==> src/rtl/ptde_ram.sv <==
// Generic single-port-write, single-read RAM with registered read.
// No dependencies.
module ptde_ram #(
	parameter int Width = 8,
	parameter int Depth = 16
) (
	input  logic                     clk,
	input  logic                     we,
	input  logic [$clog2(Depth)-1:0] waddr,
	input  logic [Width-1:0]         wdata,
	input  logic [$clog2(Depth)-1:0] raddr,
	output logic [Width-1:0]         rdata
);
	logic [Width-1:0] mem_q [Depth];

	always_ff @(posedge clk) begin
		if (we) begin
			mem_q[waddr] <= wdata;
		end
		rdata <= mem_q[raddr];
	end
endmodule

==> config.mk <==
export PLATFORM = sky130hd
export DESIGN_NAME = ptde_ram
export DESIGN_NICKNAME = d
export VERILOG_FILES = /design/src/rtl/ptde_ram.sv
export SDC_FILE = /design/constraint.sdc
export NUM_CORES = 1
export LEC_CHECK = 0
export BUFFER_PORTS_ARGS = -buffer_cell sky130_fd_sc_hd__buf_2
export CAP_MARGIN = 20
export CORE_MARGIN = 2
export CORE_UTILIZATION = 58
export DETAILED_ROUTE_END_ITERATION = 10
export PLACE_DENSITY = 0.85
export SETUP_SLACK_MARGIN = 0.05
export SYNTH_ARGS = -nofsm -noshare
export SYNTH_HDL_FRONTEND = slang
export SYNTH_SLANG_ARGS = --single-unit
==> constraint.sdc <==
create_clock -name clk -period 3.9 [get_ports clk]
set_clock_uncertainty 0.05 [all_clocks]
set_input_delay 0.195 -clock clk [delete_from_list [all_inputs] [get_ports clk]]
set_output_delay 0.195 -clock clk [all_outputs]
set_load 0.05 [all_outputs]
# After elaboration in Yosys (flattened, before gate mapping)
# Memory sizes are Yosys's and may differ from the RTL's. A register that Yosys moved wholly into a read port is not among the register bits.
# Index checks and enable logic that the tools add are counted.
[word_totals] romBits=0 latchBits=0 n_memories=1 word_cells=3 register_bits=0 mem_bits_rw=128 inputBits=18
[memory_table] name="mem_q" words=16 word_bits=8 rd=1 rd_clocked_by_memory_dff=1 write_ports=1 line_no="14" rtl="logic [Width-1:0] mem_q [Depth];"
[op_classes] bitwise_logic=0 multipliers=0 reduce_logical=0 n_lt_le_gt_ge=0 div=0 n_eq_ne=0 n_mux=2 shifts=0 add_sub_neg=0
[ops] op="2-to-1 mux 1 bit" n=2

# Longest topological paths before layout
# Gate-level depths: netlist (run 1).
[logic_depth] ltp_word=2 ltp_mapped=5 mapped_depth_nobuf=3

# Worst setup path before layout (run 1)
# No wires, ideal clock.
[synth_path] kind="input to register" startpoint="input port waddr[2]" endpoint="memory mem_q[0][0] (enable)" t_arrival_ps=1305 n_path_buf=0 setup_time_ps=383 slack_ps=2162 cell_stages=2 cell_sequence="or3b_2 -> nor3_1"
[synth_lines] element="start, declared" line_no="9" rtl="input logic [$clog2(Depth)-1:0] waddr,"
[synth_lines] element="end, declared" line_no="14"
# No word-level cell before the write port.

==> flow_summary_export.csv, run 1 <==
group,metric,value,unit
critical_path,crit_chain,"buf_2 -> mux4_1 -> a22oi_1 -> nand2_1",
global_route,grt_first_pass_wirelength,15500,um
finish,design_area,6040,sq um
yosys,synth_cells,229,
floorplan,io-pin-count,26,
timing,post-route-period-util,44.4,%
global_route,grt_start_max_net_pins,33,
clocking,cts_inserted_buffers,17,
floorplan,floorplan.die_area,9640,sq um
timing,worst_slew_margin,29.0,%
detailed_routing,route.detailed.wl_per_inst,26.4,um
finish,design.final.nets,288,
clocking,clkLatencyLatePin,0.51,ns
global_route,via_count_of_the_first_global_routing_pass,2612,
detailed_routing,violation_count_after_the_first_detailed_routing_iteration,289,
detailed_routing,drt_pass1_iterations,5,
clocking,largest_buffer_count_on_any_clock_path,2,
placement,placedInstanceArea,5350,sq um
timing,timing.final.hold_violations,0,
yosys,syn-num-nets,247,
timing,report.final.setup_viol,0,
critical_path,worst_setup_path_start_kind,"input pin",
detailed_routing,detail-route-antenna-nets,0,
pwr,power_density,585,nW/um^2
floorplan,die_h,98.2,um
yosys,total_of_flip_flops_plus_latches_after_synthesis,136,
critical_path,required,4.25,ns
clocking,clkTransAtPathRegs,0.06,ns
floorplan,fp-row-count,34,
yosys,synth-warning-count,0,
clocking,htreeDepth,4,
yosys,synth.yosys.seq_area_share,77.8,%
timing,pin_slew_with_the_least_headroom_to_its_limit,1.06,ns
clocking,cts_resized,0,
critical_path,worst_path_max_delay_cell,"sky130_fd_sc_hd__buf_2",
floorplan,start_util,59.3,%
detailed_routing,wl,10300,um
critical_path,crit_path_end_kind,"flip-flop",
finish,final_layout_size_suffix_gt1_share,27.9,%
pwr,worst_ir_drop_vdd,0.441,mV
detailed_routing,post-route-drc-count,0,
global_route,groute.usage.overall,23.2,%
floorplan,die_width,98.2,um
critical_path,timing.setup.critical_path_class,"input pin to flip-flop",
clocking,cts_tree,"built",
detailed_routing,post_drt_via_cell_ratio,6.42,
timing,min_tclk_post_route,1.73,ns
finish,synthToLayoutAreaGrowth,17.3,%
timing,achievable_frequency,578,MHz
floorplan,placeable_core_region,8680,sq um
timing,grt_setup_unrepaired,"no",
detailed_routing,num_vias,2511,
pwr,design_power_total,3.53,mW
clocking,tritoncts_num_sinks,136,
placement,portBuffers,25,
yosys,syn-mean-instance-area,22.5,sq um
hold_path,hold_path_class,"input pin to flip-flop",
run_status,outcome,"completed",
global_route,gr-total-overflow,0,
clocking,root_buffer,"sky130_fd_sc_hd__clkbuf_8",
critical_path,worstPathMaxFanout,32,
timing,final_max_slew_viol_count,0,
job,max_cap_viol_count,0,
finish,n_antenna_cell,0,
critical_path,arrival,2.08,ns
yosys,yosys.cell_types.count,19,
placement,placed_cells,354,
timing,whs,0.0343,ns
placement,globalplace.congestion,0.741,
placement,dp.final_hpwl,5680,um
pwr,p_leak,2.03,nW
critical_path,slowest_delay,0.75,ns
yosys,synth.cell_area,5150,sq um
timing,fin_tns_setup,0,ns
finish,final-instance-count-excl-fill,391,
global_route,grt_antenna_before_repair,0,
worst paths after layout:
path                                             start               endpoint  slack, ns  cells past startpoint
worst min-delay path                          wdata[5]  mem_q[3][5]$_DFFE_PP_       0.03                      1
worst max register to register   mem_q[1][1]$_DFFE_PP_       rdata[1]$_DFF_P_       2.43                      3
worst min register to register  mem_q[12][5]$_DFFE_PP_       rdata[5]$_DFF_P_       0.63                      3
worst max-delay path                          raddr[0]       rdata[1]$_DFF_P_       2.17                      4
sequential cells by signal, summed over array words and instances, names as in the netlist:
signal / cells
mem_q: 128
rdata: 8
power breakdown:
group | leakage [nW] | internal [mW] | switching, mW | total (mW)
clock network | 0.302 | 1.11 | 0.597 | 1.71
logic | 0.504 | 0.0620 | 0.118 | 0.181
registers | 1.22 | 1.63 | 0.0120 | 1.65
through the flow:
stage	setup WS (ns)	utilization, %
3_5_place_dp	1.64	61.6
2_1_floorplan	2.16	-
3_3_place_gp	1.65	61.5
4_1_cts	2.16	69.6
5_1_grt	2.05	69.6
6_report	2.17	69.6
layout by cell type (no fill, tap or decap), drive strengths merged:
cell type,netlist,layout
edfxtp,128,128
buf,7,27
clkinvlp,0,3
a22oi,16,16
nand2b,2,2
dlygate4sd3,0,5
nand3b,2,2
and2,1,1
clkbuf,0,18
clkinv,0,4
inv,0,2
nand3,1,1
dfxtp,8,8
or3b,1,1
nor2b,1,1
nand2,9,9
bufinv,0,5
nor2,13,13
nor3,4,4
and2b,1,1
mux4,32,32
synth_stat cells:
cell type,n,share of area (%)
sky130_fd_sc_hd__edfxtp_1,128,75
sky130_fd_sc_hd__nor3_1,4,0.39
sky130_fd_sc_hd__and2b_1,1,0.15
sky130_fd_sc_hd__buf_4,1,0.15
sky130_fd_sc_hd__mux4_2,18,7.9
sky130_fd_sc_hd__mux4_1,14,7.1
sky130_fd_sc_hd__a22oi_1,16,2.3
sky130_fd_sc_hd__nand2_1,9,0.66
sky130_fd_sc_hd__and2_1,1,0.12
sky130_fd_sc_hd__nor2b_1,1,0.12
sky130_fd_sc_hd__nand3_1,1,0.097
sky130_fd_sc_hd__or3b_2,1,0.17
sky130_fd_sc_hd__nand2b_1,2,0.24
sky130_fd_sc_hd__nand3b_1,2,0.29
sky130_fd_sc_hd__nor2_1,13,0.95
sky130_fd_sc_hd__buf_2,3,0.29
sky130_fd_sc_hd__dfxtp_1,8,3.1
sky130_fd_sc_hd__buf_6,3,0.66
sky130_fd_sc_hd__clkdlybuf4s25_2,3,0.58
layout make-up:
cell class	count	area (sq um)
clock buffer	18	418
timing repair buffer	32	190
fill	529	2640
clock inverter	14	221
tap	108	135
sequential	136	4000
multi-input combinational	83	1070
cells by family after synthesis:
| group | share of synthesized area [%] |
|---|---|
| buffers and inverters | 1.68 |
| DFF | 77.8 |
| and+or+nand+nor | 3.18 |
| AOI/OAI and AO/OA | 2.33 |
| muxes | 15.0 |
worst max-delay path, delay by kind of cell:
family	cells	cell delay (ns)
simple gates	1	0.09
mux	1	0.68
buf+inv	1	0.75
compound gates	1	0.34
per-layer routing:
metal  up-vias  global-route usage [%]  share of wire [%]
met5         -                       0                  0
met4         0                    8.01                2.0
met3        16                    8.16                8.8
met2       135                    36.4                 50
met1      1304                    30.9                 39
li1       1056                       -                  -
timing repair:
action | in CTS | in global routing
buffers inserted | 0 | 0
endpoints found under the hold margin | 80 | 0
hold buffers | 5 | 0
(Power assumes the default switching activity.)
==> run 2, diff against run 1 <==
CORE_UTILIZATION = 54   (was 58)
PLACE_DENSITY = 0.83   (was 0.85)
clock period = 1.45 ns   (was 3.9 ns; I/O delays follow)
==> flow_summary_export.csv, run 2 (synthesis gave the netlist of run 1 again) <==
group,metric,value,unit
hold_path,hold_path_class,"input pin to flip-flop",
global_route,via_count_of_the_first_global_routing_pass,2652,
timing,timing.final.hold_violations,0,
critical_path,worst_path_max_delay_cell,"sky130_fd_sc_hd__mux4_2",
critical_path,timing.setup.critical_path_class,"flip-flop to flip-flop",
run_status,outcome,"completed",
finish,reg.largest.list,"mem_q: 128 flops, rdata: 8 flops",
timing,post-route-period-util,97.8,%
clocking,htreeDepth,4,
detailed_routing,post_drt_via_cell_ratio,5.82,
timing,min_tclk_post_route,1.42,ns
timing,pin_slew_with_the_least_headroom_to_its_limit,0.447,ns
finish,final_common_cell,"sky130_fd_sc_hd__edfxtp_1",
global_route,grt_first_pass_wirelength,15500,um
detailed_routing,route.detailed.wl_per_inst,23.3,um
placement,portBuffers,25,
detailed_routing,drt_pass1_iterations,4,
global_route,gr-total-overflow,0,
critical_path,required,1.79,ns
finish,synthToLayoutAreaGrowth,21.3,%
placement,pre_cts_setup_slack,-0.126,ns
global_route,grt_antenna_before_repair,0,
timing,worst_slew_margin,70.2,%
pwr,worst_ir_drop_vdd,0.776,mV
clocking,largest_buffer_count_on_any_clock_path,2,
pwr,clockPowerShare,45.2,%
detailed_routing,violation_count_after_the_first_detailed_routing_iteration,167,
floorplan,start_util,55.7,%
critical_path,worst_setup_path_start_kind,"flip-flop",
job,max_cap_viol_count,0,
timing,final_critical_path_setup_slack,0.0317,ns
pwr,netSwitchingFraction,21.6,%
critical_path,crit_chain,"mux4_2 -> a22oi_2 -> nand2_1",
finish,top_register,"mem_q",
placement,placed_cells,395,
critical_path,slowest_delay,0.50,ns
floorplan,placeable_core_region,9240,sq um
floorplan,die_h,102,um
floorplan,floorplan.die_area,10300,sq um
timing,fin_tns_setup,0,ns
detailed_routing,post-route-drc-count,0,
detailed_routing,detail-route-antenna-nets,0,
timing,grt_setup_unrepaired,"yes",
pwr,sequentialPowerShare,48.8,%
pwr,p_int,7.11,mW
global_route,grt_start_max_net_pins,33,
detailed_routing,wl,10100,um
pwr,power_frac_comb,6.0,%
critical_path,worstPathMaxFanout,1,
finish,design.final.nets,311,
finish,largest_register_ffs,128,
critical_path,arrival,1.76,ns
floorplan,fp-row-count,35,
detailed_routing,num_vias,2532,
critical_path,critical-path-top-delay-family,"multiplexers",
placement,placedInstanceArea,5570,sq um
pwr,p_leak,2.11,nW
clocking,tritoncts_num_sinks,136,
global_route,groute.usage.overall,22.0,%
floorplan,io-pin-count,26,
timing,achievable_frequency,705,MHz
pwr,switchingPower,1.96,mW
finish,final_layout_size_suffix_gt1_share,36.3,%
critical_path,crit_path_end_kind,"flip-flop",
placement,dp.final_hpwl,6340,um
finish,design_area,6240,sq um
finish,most-common-layout-cells,"128 x sky130_fd_sc_hd__edfxtp_1, 25 x sky130_fd_sc_hd__buf_2, 23 x sky130_fd_sc_hd__mux4_2",
finish,n_antenna_cell,0,
placement,globalplace.congestion,0.764,
clocking,cts_tree,"built",
clocking,clkLatencyLatePin,0.51,ns
clocking,cts_inserted_buffers,17,
finish,final-instance-count-excl-fill,435,
clocking,root_buffer,"sky130_fd_sc_hd__clkbuf_8",
floorplan,die_width,102,um
timing,report.final.setup_viol,0,
timing,final_max_slew_viol_count,0,
critical_path,critical_path.n_buffers_inverters,0,
pwr,power_density,1450,nW/um^2
clocking,clkTransAtPathRegs,0.06,ns
[run 2: cell types whose count changed in the layout (fill, tap and decap cells not counted), sizes merged]
cell	delta
buf	+20
clkinvlp	+2
dlygate4sd3	+3
clkbuf	+1
inv	+1
clkinv	-1
bufinv	-3
[run 2: final cells by class]
type	count	area, sq um
sequential	136	4000
clock inverter	13	146
tap	129	161
clock buffer	19	432
fill	564	3000
multi-input combinational	83	1080
timing repair buffer	55	420
[run 2: worst min-delay path, cell delays in order]
cell and delay [ns]:
sky130_fd_sc_hd__buf_2 0.15, sky130_fd_sc_hd__nor3_2 0.06, sky130_fd_sc_hd__buf_4 0.18
[run 2: power groups by stage]
stage,combinational (mW),sequential [mW],clock [mW]
final,0.543,4.43,4.10
after global placement,0.494,4.50,0
after detailed placement,0.507,4.51,0
after floorplan,0.223,4.59,0
after CTS,0.538,4.43,4.15
after global routing,0.582,4.43,4.31
[run 2: timing repair]
action                                 in CTS  in global routing
pin swaps                                   3                  2
endpoints found under the hold margin     128                  0
setup buffers                               0                  0
resized for setup                           6                  7
hold buffers                                8                  0
setup endpoints to repair                   3                  6
[run 2: path summary, 6_finish.rpt]
check / startpoint / end / slack [ns] / depth (start not counted)
hold reg to reg: mem_q[7][2]$_DFFE_PP_ / rdata[2]$_DFF_P_ / 0.63 / 3
setup / recovery: mem_q[9][6]$_DFFE_PP_ / rdata[6]$_DFF_P_ / 0.03 / 3
hold / removal: waddr[0] / mem_q[0][4]$_DFFE_PP_ / 0.09 / 3
setup reg to reg: mem_q[9][6]$_DFFE_PP_ / rdata[6]$_DFF_P_ / 0.03 / 3
[run 2: stage by stage]
stage | util [%] | hold WS [ns] | total power [mW]
floorplan | - | 0.121 | 4.81
global placement | 60.3 | 0.404 | 4.99
detailed placement | 60.3 | 0.419 | 5.02
CTS | 67.4 | 0.0545 | 9.12
global route | 67.6 | 0.0705 | 9.32
finish | 67.6 | 0.0865 | 9.07
[run 2: per-layer routing]
layer	track usage [%]	wire length (um)	up-vias
met5	0	0	-
met1	29.4	4000	1299
met4	9.77	224	0
met2	34.4	5110	117
li1	-	-	1102
met3	6.14	791	14
